[src/design/sfcd_pkg.sv]
// Shared types, constants and the CRC-32 byte update for the sync frame deframer.
package sfcd_pkg;

    localparam int COUNTER_WIDTH = 64;
    localparam int TOTAL_WIDTH   = 64;

    localparam logic [31:0] CRC_POLY     = 32'hEDB88320;
    localparam logic [31:0] CRC_ALL_ONES = 32'hFFFFFFFF;
    localparam logic [31:0] SEQ_NONE     = 32'hFFFFFFFF;

    localparam logic [7:0] SYNC_FIRST_RESET  = 8'hAA;
    localparam logic [7:0] SYNC_SECOND_RESET = 8'h55;

    localparam logic [8:0] HDR_BYTES    = 9'd7;
    localparam logic [8:0] SEQ_LAST_POS = 9'd6;
    localparam logic [8:0] CRC_TAIL     = 9'd3;

    localparam logic CFG_SYNC_FIRST  = 1'b0;
    localparam logic CFG_SYNC_SECOND = 1'b1;

    localparam logic KIND_PAYLOAD = 1'b0;
    localparam logic KIND_STATUS  = 1'b1;

    typedef logic [COUNTER_WIDTH-1:0] cnt_t;

    typedef enum logic [1:0] {
        PH_HUNT1 = 2'd0,
        PH_HUNT2 = 2'd1,
        PH_HEAD  = 2'd2,
        PH_BODY  = 2'd3
    } phase_t;

    typedef struct packed {
        logic        hdr_done;
        logic        payload;
        logic        status;
        logic        good;
        logic [31:0] seq;
        logic [7:0]  length;
        logic [7:0]  data;
    } parse_evt_t;

    function automatic logic [31:0] crc_byte(input logic [31:0] crc_in,
                                             input logic [7:0] b);
        logic [31:0] c;
        c = crc_in ^ {24'd0, b};
        for (int k = 0; k < 8; k++) begin
            c = c[0] ? ((c >> 1) ^ CRC_POLY) : (c >> 1);
        end
        return c;
    endfunction

endpackage

[src/design/sync_frame_crc32_deframer_core.sv]
// Top level of the sync word framed packet deframer with CRC-32 check.
//
// The input channel (s_valid, s_ready, s_rx_byte) carries one received byte
// per transaction. The result channel (m_valid, m_ready, m_*) carries either
// a payload byte (m_kind low) or one end-of-frame status (m_kind high) that
// gives the CRC verdict, sequence number, length and the running totals.
// Payload bytes leave before the verdict; a receiver drops them on a bad
// status. Bytes outside a frame, header bytes and the first three CRC bytes
// produce no result.
// One byte per cycle is sustained while the receiver keeps m_ready high. A
// result appears on the output register the cycle after its byte is taken.
// The output register is a single stage: while the receiver holds m_ready
// low with a result waiting, s_ready falls and no byte is taken.
// The sync bytes are written through cfg_we, cfg_index and cfg_data; the user
// must do so only while the block is idle; the block itself does not enforce it.
// A synchronous low aresetn returns the parser to the sync hunt, restores
// the default sync bytes, clears both totals, forgets the previous sequence
// and empties the output register.
module sync_frame_crc32_deframer_core
    import sfcd_pkg::*;
(
    input  logic                   aclk,
    input  logic                   aresetn,
    input  logic                   s_valid,
    output logic                   s_ready,
    input  logic [7:0]             s_rx_byte,
    output logic                   m_valid,
    input  logic                   m_ready,
    output logic                   m_kind,
    output logic [7:0]             m_data_byte,
    output logic                   m_frame_good,
    output logic [31:0]            m_sequence_res,
    output logic [7:0]             m_payload_length,
    output logic [TOTAL_WIDTH-1:0] m_total_expected,
    output logic [TOTAL_WIDTH-1:0] m_total_lost,
    input  logic                   cfg_we,
    input  logic                   cfg_index,
    input  logic [7:0]             cfg_data
);

    logic [7:0] sync_first_reg;
    logic [7:0] sync_second_reg;

    logic       accept;
    parse_evt_t evt;
    cnt_t       expected_next;
    cnt_t       lost_next;

    logic                   valid_reg;
    logic                   kind_reg;
    logic [7:0]             data_reg;
    logic                   good_reg;
    logic [31:0]            seq_reg;
    logic [7:0]             len_reg;
    logic [TOTAL_WIDTH-1:0] exp_out_reg;
    logic [TOTAL_WIDTH-1:0] lost_out_reg;

    assign s_ready = !valid_reg || m_ready;
    assign accept  = s_valid && s_ready;

    always_ff @(posedge aclk) begin
        if (!aresetn) begin
            sync_first_reg  <= SYNC_FIRST_RESET;
            sync_second_reg <= SYNC_SECOND_RESET;
        end else if (cfg_we) begin
            unique case (cfg_index)
                CFG_SYNC_FIRST:  sync_first_reg  <= cfg_data;
                CFG_SYNC_SECOND: sync_second_reg <= cfg_data;
                default:         sync_first_reg  <= sync_first_reg;
            endcase
        end
    end

    sfcd_parser u_parser (
        .aclk        (aclk),
        .aresetn     (aresetn),
        .accept      (accept),
        .rx_byte     (s_rx_byte),
        .sync_first  (sync_first_reg),
        .sync_second (sync_second_reg),
        .evt         (evt)
    );

    sfcd_stats u_stats (
        .aclk          (aclk),
        .aresetn       (aresetn),
        .evt           (evt),
        .expected_next (expected_next),
        .lost_next     (lost_next)
    );

    always_ff @(posedge aclk) begin
        if (!aresetn) begin
            valid_reg <= 1'b0;
        end else if (evt.payload || evt.status) begin
            valid_reg <= 1'b1;
        end else if (m_ready) begin
            valid_reg <= 1'b0;
        end
    end

    always_ff @(posedge aclk) begin
        if (evt.payload) begin
            kind_reg     <= KIND_PAYLOAD;
            data_reg     <= evt.data;
            good_reg     <= 1'b0;
            seq_reg      <= '0;
            len_reg      <= '0;
            exp_out_reg  <= '0;
            lost_out_reg <= '0;
        end else if (evt.status) begin
            kind_reg     <= KIND_STATUS;
            data_reg     <= '0;
            good_reg     <= evt.good;
            seq_reg      <= evt.seq;
            len_reg      <= evt.length;
            exp_out_reg  <= TOTAL_WIDTH'(expected_next);
            lost_out_reg <= TOTAL_WIDTH'(lost_next);
        end
    end

    assign m_valid          = valid_reg;
    assign m_kind           = kind_reg;
    assign m_data_byte      = data_reg;
    assign m_frame_good     = good_reg;
    assign m_sequence_res   = seq_reg;
    assign m_payload_length = len_reg;
    assign m_total_expected = exp_out_reg;
    assign m_total_lost     = lost_out_reg;

endmodule

[src/design/sfcd_parser.sv]
// Frame parser: sync hunt, header capture, payload pass-through and CRC check.
module sfcd_parser
    import sfcd_pkg::*;
(
    input  logic       aclk,
    input  logic       aresetn,
    input  logic       accept,
    input  logic [7:0] rx_byte,
    input  logic [7:0] sync_first,
    input  logic [7:0] sync_second,
    output parse_evt_t evt
);

    phase_t      phase_reg, phase_next;
    logic [8:0]  pos_reg, pos_next;
    logic [7:0]  len_reg, len_next;
    logic [31:0] seq_reg, seq_next;
    logic [31:0] crc_reg, crc_next;
    logic [31:0] rcrc_reg, rcrc_next;

    logic [8:0]  body_limit;
    logic [31:0] crc_fold;
    logic [31:0] crc_start;
    logic [31:0] rcrc_shift;

    assign body_limit = HDR_BYTES + {1'b0, len_reg};
    assign crc_fold   = crc_byte(crc_reg, rx_byte);
    assign crc_start  = crc_byte(CRC_ALL_ONES, rx_byte);
    assign rcrc_shift = {rx_byte, rcrc_reg[31:8]};

    always_comb begin
        phase_next = phase_reg;
        pos_next   = pos_reg;
        len_next   = len_reg;
        seq_next   = seq_reg;
        crc_next   = crc_reg;
        rcrc_next  = rcrc_reg;
        if (accept) begin
            unique case (phase_reg)
                PH_HUNT1: begin
                    if (rx_byte == sync_first) begin
                        crc_next   = crc_start;
                        pos_next   = 9'd1;
                        seq_next   = '0;
                        rcrc_next  = '0;
                        len_next   = '0;
                        phase_next = PH_HUNT2;
                    end
                end
                PH_HUNT2: begin
                    if (rx_byte == sync_second) begin
                        crc_next   = crc_fold;
                        pos_next   = 9'd2;
                        phase_next = PH_HEAD;
                    end else if (rx_byte == sync_first) begin
                        crc_next   = crc_start;
                        pos_next   = 9'd1;
                        seq_next   = '0;
                        rcrc_next  = '0;
                        len_next   = '0;
                        phase_next = PH_HUNT2;
                    end else begin
                        pos_next   = '0;
                        phase_next = PH_HUNT1;
                    end
                end
                PH_HEAD: begin
                    crc_next = crc_fold;
                    pos_next = pos_reg + 9'd1;
                    if (pos_reg < SEQ_LAST_POS) begin
                        seq_next = {rx_byte, seq_reg[31:8]};
                    end else begin
                        len_next   = rx_byte;
                        phase_next = PH_BODY;
                    end
                end
                PH_BODY: begin
                    if (pos_reg < body_limit) begin
                        crc_next = crc_fold;
                        pos_next = pos_reg + 9'd1;
                    end else begin
                        rcrc_next = rcrc_shift;
                        if (pos_reg < body_limit + CRC_TAIL) begin
                            pos_next = pos_reg + 9'd1;
                        end else begin
                            pos_next   = '0;
                            crc_next   = CRC_ALL_ONES;
                            phase_next = PH_HUNT1;
                        end
                    end
                end
                default: phase_next = PH_HUNT1;
            endcase
        end
    end

    always_comb begin
        evt          = '0;
        evt.seq      = seq_reg;
        evt.length   = len_reg;
        evt.good     = (rcrc_shift == ~crc_reg);
        if (accept) begin
            unique case (phase_reg)
                PH_HEAD: begin
                    evt.hdr_done = (pos_reg == SEQ_LAST_POS);
                end
                PH_BODY: begin
                    if (pos_reg < body_limit) begin
                        evt.payload = 1'b1;
                        evt.data    = rx_byte;
                    end else if (!(pos_reg < body_limit + CRC_TAIL)) begin
                        evt.status = 1'b1;
                    end
                end
                default: evt.hdr_done = 1'b0;
            endcase
        end
    end

    always_ff @(posedge aclk) begin
        if (!aresetn) begin
            phase_reg <= PH_HUNT1;
            pos_reg   <= '0;
            len_reg   <= '0;
            seq_reg   <= '0;
            crc_reg   <= CRC_ALL_ONES;
            rcrc_reg  <= '0;
        end else begin
            phase_reg <= phase_next;
            pos_reg   <= pos_next;
            len_reg   <= len_next;
            seq_reg   <= seq_next;
            crc_reg   <= crc_next;
            rcrc_reg  <= rcrc_next;
        end
    end

endmodule

[src/design/sfcd_stats.sv]
// Sequence gap tracking and the running expected and lost frame totals.
module sfcd_stats
    import sfcd_pkg::*;
(
    input  logic       aclk,
    input  logic       aresetn,
    input  parse_evt_t evt,
    output cnt_t       expected_next,
    output cnt_t       lost_next
);

    logic [31:0] prev_reg, prev_next;
    cnt_t        exp_reg;
    cnt_t        lost_reg;
    logic [31:0] gap_reg;
    logic [31:0] gapp1_reg;

    logic        gap_counts;
    logic [31:0] seq_diff;
    logic [31:0] seq_gap;
    logic [63:0] gap_wide;
    logic [63:0] gapp1_wide;

    // The gap is settled once the header is in, ahead of the CRC bytes.
    assign gap_counts = (prev_reg != SEQ_NONE) && (evt.seq > prev_reg);
    assign seq_diff   = evt.seq - prev_reg;
    assign seq_gap    = evt.seq + ~prev_reg;
    assign gap_wide   = {32'd0, gap_reg};
    assign gapp1_wide = {32'd0, gapp1_reg};

    always_comb begin
        expected_next = exp_reg;
        lost_next     = lost_reg;
        prev_next     = prev_reg;
        if (evt.status) begin
            if (evt.good) begin
                expected_next = exp_reg + gapp1_wide[COUNTER_WIDTH-1:0];
                lost_next     = lost_reg + gap_wide[COUNTER_WIDTH-1:0];
                prev_next     = evt.seq;
            end else begin
                expected_next = exp_reg + cnt_t'(1);
                lost_next     = lost_reg + cnt_t'(1);
            end
        end
    end

    always_ff @(posedge aclk) begin
        if (!aresetn) begin
            prev_reg <= SEQ_NONE;
            exp_reg  <= '0;
            lost_reg <= '0;
        end else begin
            prev_reg <= prev_next;
            exp_reg  <= expected_next;
            lost_reg <= lost_next;
        end
    end

    always_ff @(posedge aclk) begin
        if (evt.hdr_done) begin
            gap_reg   <= gap_counts ? seq_gap : 32'd0;
            gapp1_reg <= gap_counts ? seq_diff : 32'd1;
        end
    end

endmodule

[config.mk]
export PLATFORM = sky130hd
export DESIGN_NAME = sync_frame_crc32_deframer_core
export DESIGN_NICKNAME = d
export VERILOG_FILES = /design/src/design/sfcd_pkg.sv /design/src/design/sync_frame_crc32_deframer_core.sv /design/src/design/sfcd_parser.sv /design/src/design/sfcd_stats.sv
export SDC_FILE = /design/constraint.sdc
export NUM_CORES = 2
export LEC_CHECK = 0
export BUFFER_PORTS_ARGS = -buffer_cell sky130_fd_sc_hd__buf_2
export CAP_MARGIN = 20
export CELL_PAD_IN_SITES_DETAIL_PLACEMENT = 0
export CELL_PAD_IN_SITES_GLOBAL_PLACEMENT = 2
export CORE_ASPECT_RATIO = 1.1
export CORE_UTILIZATION = 40
export CTS_CLUSTER_DIAMETER = 50
export DETAILED_ROUTE_END_ITERATION = 8
export PLACE_DENSITY = 0.89
export RECOVER_POWER = 25
export SETUP_SLACK_MARGIN = 0.05
export SYNTH_ARGS = -nofsm -noshare
export SYNTH_HDL_FRONTEND = slang
export SYNTH_SLANG_ARGS = --single-unit
[constraint.sdc]
create_clock -name aclk -period 12.35 [get_ports aclk]
set_input_delay 2.47 -clock aclk [delete_from_list [all_inputs] [get_ports aclk]]
set_output_delay 2.47 -clock aclk [all_outputs]
set_load 0.1 [all_outputs]
==> results by group <==
Run status
  – Status: complete, but fails checks
  – Failing checks: capacitance limit, slew limit

Logic synthesis
  – Mapped cell area: 28880 sq um
  – Yosys reg bits: 526
  – Seq/Total Area, Yosys: 38.96%
  – Syn Area/Cell: 8.390 sq um
  – Synth Warn #: 0
  – Mapped Cells: 3442
  – Synth Flop Type: dfxtp_1
  – Share of the synthesized area in the top cell type: 31.47%
  – Post-synth EDFFs: 72
  – Area leader, netlist: dfxtp_1
  – Cell variety after synth: 92
  – Synth async-reset ratio: 0%
  – Synth top area cells: dfxtp_1, xnor2_1, edfxtp_1, nand2_1, ha_1
  – Synth Net Count: 3584

Timing
  – Slew HR: -235.5%
  – RSZ-0062 raised after global routing: false
  – Final Slew Violations: 365
  – Final worst-path cycle share: 71.57%
  – Final period demand of the worst path: 8838 ps
  – Clk_skew: 24.61 ps
  – Max Clk Rate: 0.1131 GHz
  – Setup tns final: 0 ps
  – Worst-Margin Slew: 5033 ps
  – Endpoints failing setup: 0
  – Final hold viol count: 0

Power
  – Sequential share of power: 44.0%
  – Clock Power Share: 52.6%
  – Peak VDD IR: 0.09674 mV
  – Switch share: 23.16%
  – Logic pwr share: 3.4%
  – Pwr Density: 120.9 nW/um^2
  – Internal power: 3.031 mW
  – Leakage: 12.72 nW
  – Switching Power: 0.9137 mW
  – Tot Pwr: 3.945 mW

Drt
  – Starting DRT DRC Count: 1630
  – Vias post-DR: 24370
  – Vias per inst: 5.408
  – Post-DR wirelength/cell: 18.98 um
  – Pre-Repair DR Iteration Count: 6
  – Post-route ant nets: 0
  – DRC viols: 0
  – Routed WL: 85550 um

Critical path
  – CP max stage cell: clkbuf_1
  – Critical path class: in2reg
  – CP max FO: 93
  – Critical Path AT: 9320 ps
  – Startpoint Class: primary input
  – Critical path capture point type: flop
  – Most Frequent Cell on Critical Path: clkbuf_1
  – Critical Path RT: 12830 ps
  – Max incr delay on CP: 3560 ps
  – Buffers and inverters on the worst path: 4
  – Delay-heaviest family, CP: buffers and inverters
  – Cells along the critical path: clkbuf_1, clkinvlp_2, clkbuf_1, buf_4, or4b_1, o21ai_0
  – Flop2flop setup slack: 6040 ps

Global routing
  – First-pass GRT wire length: 134300 um
  – GRT overflow: 0
  – Largest net degree at the start of global routing: 126
  – Vias in the first global route: 23160
  – Initial antenna violation count: 0
  – Total Routing Usage GR: 22.92%

Clock network
  – H-tree depth: 3
  – CTS Buf Count: 70
  – Max Buffers Root-to-Sink: 3
  – Clk sinks: 526
  – CTS Hold Buffers Added: 0
  – Clock-pin slew on the worst setup and hold paths: 60 ps
  – Post-CTS Setup Repair Bufs: 0
  – TritonCTS clock tree: built
  – Clk root buf: clkbuf_16
  – Post_cts resized: 0
  – Worst-Skew Late Latency: 620 ps

Floorplan
  – Die X: 258.2 um
  – Core Area: 70960 sq um
  – Row count: 102
  – # IOs: 202
  – Starting density of the core: 40.70%
  – Die H: 283.8 um
  – Die area: 73280 sq um

Min path
  – Hold WC Path Type: reg2reg

Finish
  – Layout cell share with drive strength beyond 1: 10.22%
  – Antenna cells: 0
  – Non-Filler Instances: 4506
  – Area delta synth->final: 13.00%
  – Nets: 3657
  – # fillers: 7137

Placement
  – Global placement routability congestion: 0.9368
  – Port bufs: 201
  – Hpwl dp: 60920 um
  – Cells after DPL: 4378

Run
  – Max cap viols: 6
final timing paths:
check,cells after the start,startpoint,end
setup / recovery,6,aresetn,u_stats.exp_reg[51]
hold reg to reg,2,m_total_expected[24],m_total_expected[24]
setup reg to reg,19,u_parser.len_reg[0],m_sequence_res[1]
hold / removal,2,m_total_expected[24],m_total_expected[24]
layout make-up:
type | instances | area (sq um) | area share [%]
Sequential cell | 526 | 11250 | 34.48
Clock buffer | 82 | 1858 | 5.694
Timing Repair Buffer | 226 | 1117 | 3.424
Tap cell | 936 | 1171 | 3.589
Multi-Input combinational cell | 2606 | 16380 | 50.20
Clock inverter | 45 | 534.3 | 1.637
Inverter | 85 | 320.3 | 0.9815
metal layers:
metal  vias up  global-route usage (%)  part of all wire, %
met5         -                       0                    0
met4         0                   7.648                  2.7
met3       116                   3.126                  4.5
met2       580                   35.60                   44
met1     11540                   32.48                   48
li1      12140                       -                    -
tightest hold or removal path: cells and delay by family (launching register included):
kind / cells / cell delay, ps
flops: 1 / 300
simple gates: 2 / 90
cell families (layout without fill, tap and decap cells):
family	Yosys count	after routing	synth area share, %
compound gates	838	838	18.62
xor+xnor	389	389	11.85
fa+ha+maj	120	120	5.303
buf+inv	310	438	4.623
flops	526	526	38.96
mux	12	12	0.4203
simple gates	1247	1247	20.23
through the flow:
step                      setup WS [ps]  area, sq um  hold slack [ps]  util [%]
after floorplan                    5522        28880            440.6         -
after global placement             4916        30320            429.9     42.74
after detailed placement           4897        30320            430.4     42.74
after CTS                          5543        32720            439.9     46.11
after global routing               2967        32630            458.7     45.99
final                              3512        32630            437.3     45.99
power by group through the flow:
stage | registers (mW) | clock network [mW] | logic, mW
after detailed placement | 1.77 | 0 | 0.132
after global routing | 1.74 | 2.20 | 0.143
final | 1.74 | 2.08 | 0.132
after global placement | 1.77 | 0 | 0.132
after floorplan | 1.77 | 0 | 0.0982
after CTS | 1.74 | 2.13 | 0.132
cell usage after synthesis, types with 12 or more instances:
| library cell | count |
|---|---|
| nor2b_1 | 16 |
| buf_2 | 62 |
| dfxtp_1 | 454 |
| o211ai_1 | 44 |
| o21bai_1 | 29 |
| o22ai_1 | 30 |
| nand2b_1 | 14 |
| nand4_1 | 58 |
| ha_1 | 116 |
| a22o_1 | 36 |
| nor4_1 | 21 |
| nor4_2 | 13 |
| o21ai_0 | 151 |
| a22oi_1 | 64 |
| nand3_1 | 77 |
| a21o_1 | 78 |
| a31oi_1 | 36 |
| o21ai_1 | 26 |
| and2_1 | 83 |
| nor2_1 | 327 |
| a311oi_1 | 12 |
| a21oi_1 | 247 |
| a211oi_1 | 13 |
| nand2_1 | 502 |
| o21a_1 | 14 |
| nor3_1 | 53 |
| inv_1 | 84 |
| edfxtp_1 | 72 |
| clkbuf_1 | 144 |
| xor2_1 | 111 |
| and3_1 | 16 |
| or3_1 | 19 |
| xnor2_1 | 276 |
cells in the final DEF, fill, tap and decap left out, drive strengths merged, types with 20 or more instances in the layout:
| cell | synthesis | final |
|---|---|---|
| buf | 78 | 175 |
| nor3 | 58 | 58 |
| o211ai | 44 | 44 |
| o21ai | 178 | 178 |
| nand4 | 58 | 58 |
| a22o | 36 | 36 |
| clkbuf | 147 | 133 |
| nand2 | 503 | 503 |
| a21oi | 250 | 250 |
| and2 | 84 | 84 |
| o21bai | 29 | 29 |
| nor2 | 328 | 328 |
| ha | 116 | 116 |
| or3 | 20 | 20 |
| inv | 84 | 102 |
| a31oi | 37 | 37 |
| edfxtp | 72 | 72 |
| dfxtp | 454 | 454 |
| a21o | 78 | 78 |
| a22oi | 64 | 64 |
| o22ai | 31 | 31 |
| nor4 | 39 | 39 |
| xnor2 | 276 | 276 |
| xor2 | 113 | 113 |
| nand3 | 78 | 78 |
Note: power is estimated with default switching activity, not from simulation.
